### src/rbsi_pkg.sv
`timescale 1ns / 1ps
`default_nettype none
// ----------------------------------------------------------------------------
// rbsi_pkg: shared constants and types for the ray/box slab test.
// Holds default parameter values, the register count, the register index
// width and the register index enum.
// ----------------------------------------------------------------------------
package rbsi_pkg;

    localparam int DEF_WORD_WIDTH = 32;
    localparam int DEF_FRAC_BITS  = 16;
    localparam int NUM_REGS       = 6;
    localparam int REG_IDX_W      = 3;

    typedef enum logic [REG_IDX_W-1:0] {
        REG_ORIGIN_X = 3'd0,
        REG_ORIGIN_Y = 3'd1,
        REG_ORIGIN_Z = 3'd2,
        REG_DIR_X    = 3'd3,
        REG_DIR_Y    = 3'd4,
        REG_DIR_Z    = 3'd5
    } reg_idx_t;

endpackage : rbsi_pkg
`default_nettype wire

### src/rbsi_div_cell.sv
`timescale 1ns / 1ps
`default_nettype none
// ----------------------------------------------------------------------------
// rbsi_div_cell: one restoring-division step for six lanes.
// Each cell retires one quotient bit per lane and passes the partial
// remainder, quotient and operands on to its right-hand neighbor.
// ----------------------------------------------------------------------------
module rbsi_div_cell
    import rbsi_pkg::*;
#(
    parameter int MAG_W = 32,
    parameter int Q_W   = 49,
    parameter int NUM_W = 48
)
(
    input  wire logic             clk,
    input  wire logic [6*MAG_W-1:0] dmag_in,
    input  wire logic [6*MAG_W-1:0] rem_in,
    input  wire logic [6*Q_W-1:0]   q_in,
    input  wire logic [6*NUM_W-1:0] num_in,
    output logic      [6*MAG_W-1:0] dmag_out,
    output logic      [6*MAG_W-1:0] rem_out,
    output logic      [6*Q_W-1:0]   q_out,
    output logic      [6*NUM_W-1:0] num_out
);

    logic [6*MAG_W-1:0] rem_next;
    logic [6*Q_W-1:0]   q_next;
    logic [6*NUM_W-1:0] num_next;

    always_comb
    begin
        for (int l = 0; l < 6; l++)
        begin
            logic [MAG_W:0] trial;
            logic [MAG_W:0] dm;
            trial = {rem_in[l*MAG_W +: MAG_W], num_in[l*NUM_W + NUM_W - 1]};
            dm = {1'b0, dmag_in[l*MAG_W +: MAG_W]};
            if (trial >= dm)
            begin
                trial = trial - dm;
                q_next[l*Q_W +: Q_W] = {q_in[l*Q_W +: Q_W-1], 1'b1};
            end
            else
            begin
                q_next[l*Q_W +: Q_W] = {q_in[l*Q_W +: Q_W-1], 1'b0};
            end
            // The remainder stays below the divisor, so its top bit drops.
            rem_next[l*MAG_W +: MAG_W] = trial[MAG_W-1:0];
            num_next[l*NUM_W +: NUM_W] = {num_in[l*NUM_W +: NUM_W-1], 1'b0};
        end
    end

    always_ff @(posedge clk)
    begin
        dmag_out <= dmag_in;
        rem_out  <= rem_next;
        q_out    <= q_next;
        num_out  <= num_next;
    end

endmodule : rbsi_div_cell
`default_nettype wire

### config.mk
export PLATFORM = sky130hd
export DESIGN_NAME = rbsi_div_cell
export DESIGN_NICKNAME = d
export VERILOG_FILES = /design/src/rbsi_pkg.sv /design/src/rbsi_div_cell.sv
export SDC_FILE = /design/constraint.sdc
export NUM_CORES = 1
export LEC_CHECK = 0
export BUFFER_PORTS_ARGS = -buffer_cell sky130_fd_sc_hd__buf_2
export CAP_MARGIN = 20
export CORE_AREA = 8 8 753 755
export DETAILED_ROUTE_END_ITERATION = 12
export DIE_AREA = 0 0 761 763
export PLACE_DENSITY = 0.3
export SETUP_SLACK_MARGIN = 0.5
export SYNTH_ARGS = -nofsm -noshare
export SYNTH_HDL_FRONTEND = slang
export SYNTH_SLANG_ARGS = --single-unit
### constraint.sdc
create_clock -name clk -period 9.51 [get_ports clk]
set_clock_uncertainty 0.15 [all_clocks]
set_input_delay 1.902 -clock clk [delete_from_list [all_inputs] [get_ports clk]]
set_output_delay 1.902 -clock clk [all_outputs]
set_load 0.01 [all_outputs]
==> results_dict.tcl <==
set metrics [dict create \
    outcome "finished, final reports clean" \
    track_usage 0.113 \
    grt_pass1_wl_microns 415000 \
    design_area_sq_um 56400 \
    swShare 0.321 \
    max_cap_violations 0 \
    start_util 0.0591 \
    final.setup.tns_ns 0 \
    remaining_drc_errors 0 \
    max_freq_mhz 188 \
    crit_arrival_ns 5.84 \
    min_period_ns 5.31 \
    dp_slack_ns 3.34 \
    finalCritPeriodShare 0.558 \
    synth.distinct_cells 85 \
    grt_max_degree 43 \
    syn_to_final_growth_pct 71.8 \
    cts_buffer_depth 4 \
    min_path_type "in2reg" \
    cp-end-kind "register" \
    clock-sinks 960 \
    path_max_fanout 32 \
    die_y_microns 763 \
    placed_cell_area_sq_um 51300 \
    cts_root_buf "clkbuf_16" \
    ant_nets 0 \
    antenna_found_initial 263 \
    numPlacedInstances 12203 \
    fillers 64518 \
    post-dp-hpwl_microns 311000 \
    seqPwrFrac 0.355 \
    tightest_slew_ns 1.02 \
    hold_viol 0 \
    synth_edf_count 0 \
    drt_pass1_iterations 5 \
    syn_inst 3041 \
    gp_congestion 0.875 \
    fin_ws_ns 4.20 \
    top_level_ports 1933 \
    die_x_microns 761 \
    clkPwrFrac 0.456 \
    drt-total-wl_microns 344000 \
    ys_seq_elements 960 \
    grt_pass1_vias 32749 \
    drv_slew 0 \
    synth_flop_cell "dfxtp_1" \
    crit_path_frequent_cell "a21o_1" \
    cts_hold_buf 0 \
    peakVddDrop_mv 0.139 \
    start_kind "input pin" \
    fin_cells 12512 \
    drive_above_1_share 0.436 \
    yosys_warnings 0 \
    cts_buffers 146 \
    crit_required_ns 10.04 \
    grt_overflow 0 \
    synthArstFlopShare 0 \
    crit_chain "buf_2 -> inv_1 -> ha_1 -> a21o_1 -> a21o_1 -> a21o_1 -> a31oi_1 -> a21oi_1 -> nor2_1 -> o21a_1 -> inv_2 -> buf_4 -> a31oi_1" \
    critPathKind "in2reg" \
    die_area_sq_um 581000 \
    drt-initial-drc-count 1795 \
    cts_resized 0 \
    fp-row-count 274 \
    p_int_w 0.00867 \
    slew_headroom 0.315 \
    setup_viol 0 \
    yosysSeqAreaShare 0.586 \
    critPathMaxStageDelay_ns 0.63 \
    io_buffer_count 1920 \
    clkTransAtPathRegs_ns 0.07 \
    finalNetCount 6202 \
    postCtsSetupRepairBufs 0 \
    power.density_nw_per_um2 227 \
    viasPerCell 2.56 \
    cts_tree "built" \
    p_comb_frac 0.190 \
    wire_per_inst_microns 27.5 \
    cpMaxStageDelayCell "o21a_1" \
    avgSynthCellArea_sq_um 10.8 \
    fin_util 0.102 \
    switchingPower_w 0.00411 \
    rsz0062_at_grt "no" \
    core_area_sq_um 555000 \
    p_leak_nw 25.1 \
    syn-cell-area_sq_um 32800 \
    cts.htree.levels 4 \
    vias 32067 \
]
[cells by family (layout without fill, tap and decap cells)]
| logic type | after synthesis | count (layout) | synth area share |
|---|---|---|---|
| xor gates and xnor gates | 159 | 159 | 0.0425 |
| DFF | 960 | 960 | 0.586 |
| other | 1 | 58 | 0.000114 |
| adders and majority gates | 198 | 198 | 0.0769 |
| buffers and inverters | 350 | 2450 | 0.0424 |
| AOI/OAI and AO/OA | 739 | 739 | 0.145 |
| muxes | 63 | 63 | 0.0270 |
| and+or+nand+nor | 571 | 571 | 0.0806 |
[sequential cells by signal, summed over array words and instances, names as in the netlist]
name and flops:
dmag_out 192, q_out 294, rem_out 192, num_out 282
[layer usage]
layer | GRT usage | share of wire | up-vias
met5 | 0 | 0.0017 | -
met4 | 0.0319 | 0.035 | 92
met3 | 0.0402 | 0.083 | 544
met2 | 0.207 | 0.51 | 1797
met1 | 0.121 | 0.37 | 15131
li1 | - | - | 14503
[cells in the final DEF, fill, tap and decap left out, drive strengths merged, types with 90 or more instances in the layout]
master / Yosys / layout
buf: 24 / 1930
ha: 192 / 192
clkbuf: 63 / 193
nor2: 148 / 148
xnor2: 90 / 90
dfxtp: 960 / 960
inv: 263 / 277
nand2: 202 / 202
o21ai: 168 / 168
a21o: 104 / 104
a21oi: 227 / 227
[cell type report]
cell class	count	area, sq um	share of cell area
flip-flops and latches	960	19200	0.341
multi-input cells	1736	12200	0.217
repair buffers	1930	9680	0.172
well taps	7314	9150	0.162
clock buffers	193	4100	0.0726
inverters	263	987	0.0175
clock inverters	64	870	0.0154
diodes	52	130	0.00231
[cell usage after synthesis, types with 7 or more instances]
cell type | n | share of area
nor4_1 | 8 | 0.0015
nand2b_1 | 22 | 0.0042
o211a_1 | 8 | 0.0024
o211ai_1 | 16 | 0.0037
nand4_1 | 37 | 0.0071
o31ai_1 | 22 | 0.0050
nor2b_1 | 21 | 0.0040
dfxtp_1 | 960 | 0.59
a21o_1 | 104 | 0.024
a211o_1 | 7 | 0.0019
xnor2_1 | 90 | 0.024
a21oi_1 | 223 | 0.034
nor2_1 | 148 | 0.017
clkbuf_1 | 63 | 0.0072
o21bai_1 | 43 | 0.0098
ha_1 | 192 | 0.073
xor2_1 | 69 | 0.018
nor3_1 | 25 | 0.0038
buf_2 | 8 | 0.0012
inv_1 | 260 | 0.030
mux2i_1 | 8 | 0.0024
mux2_4 | 50 | 0.023
a211oi_1 | 20 | 0.0046
nand2_1 | 202 | 0.023
nand3_1 | 45 | 0.0069
o21a_1 | 22 | 0.0050
o21ai_0 | 158 | 0.024
or3_1 | 9 | 0.0017
and3_1 | 27 | 0.0051
a31oi_1 | 31 | 0.0059
o21ai_1 | 9 | 0.0014
[through the flow]
stage	hold WS, ns	power (W)
after floorplan	1.78	0.00558
after global placement	1.85	0.00719
after detailed placement	1.86	0.00716
after CTS	0.815	0.0133
after global routing	0.871	0.0135
final	0.984	0.0128
[power groups by stage]
stage	sequential, W	combinational, W	clock, W
after floorplan	0.00475	0.000831	0
after global placement	0.00462	0.00257	0
after detailed placement	0.00462	0.00254	0
after CTS	0.00454	0.00256	0.00619
after global routing	0.00456	0.00264	0.00628
final	0.00453	0.00243	0.00582
[worst paths after layout]
kind	start	to	slack [ns]	depth (start not counted)
max	dmag_in[136]	rem_out[158]$_DFF_P_	4.20	13
min	num_in[234]	num_out[235]$_DFF_P_	0.98	1
[critical path: cells and delay by family]
| family | cells | cell delay [ns] |
|---|---|---|
| AO/OA/AOI/OAI | 7 | 2.13 |
| adder cells (fa/ha/maj) | 1 | 0.38 |
| buffers and inverters | 4 | 1.01 |
| AND/OR/NAND/NOR | 1 | 0.34 |
Power figures use the tool's default switching activity.
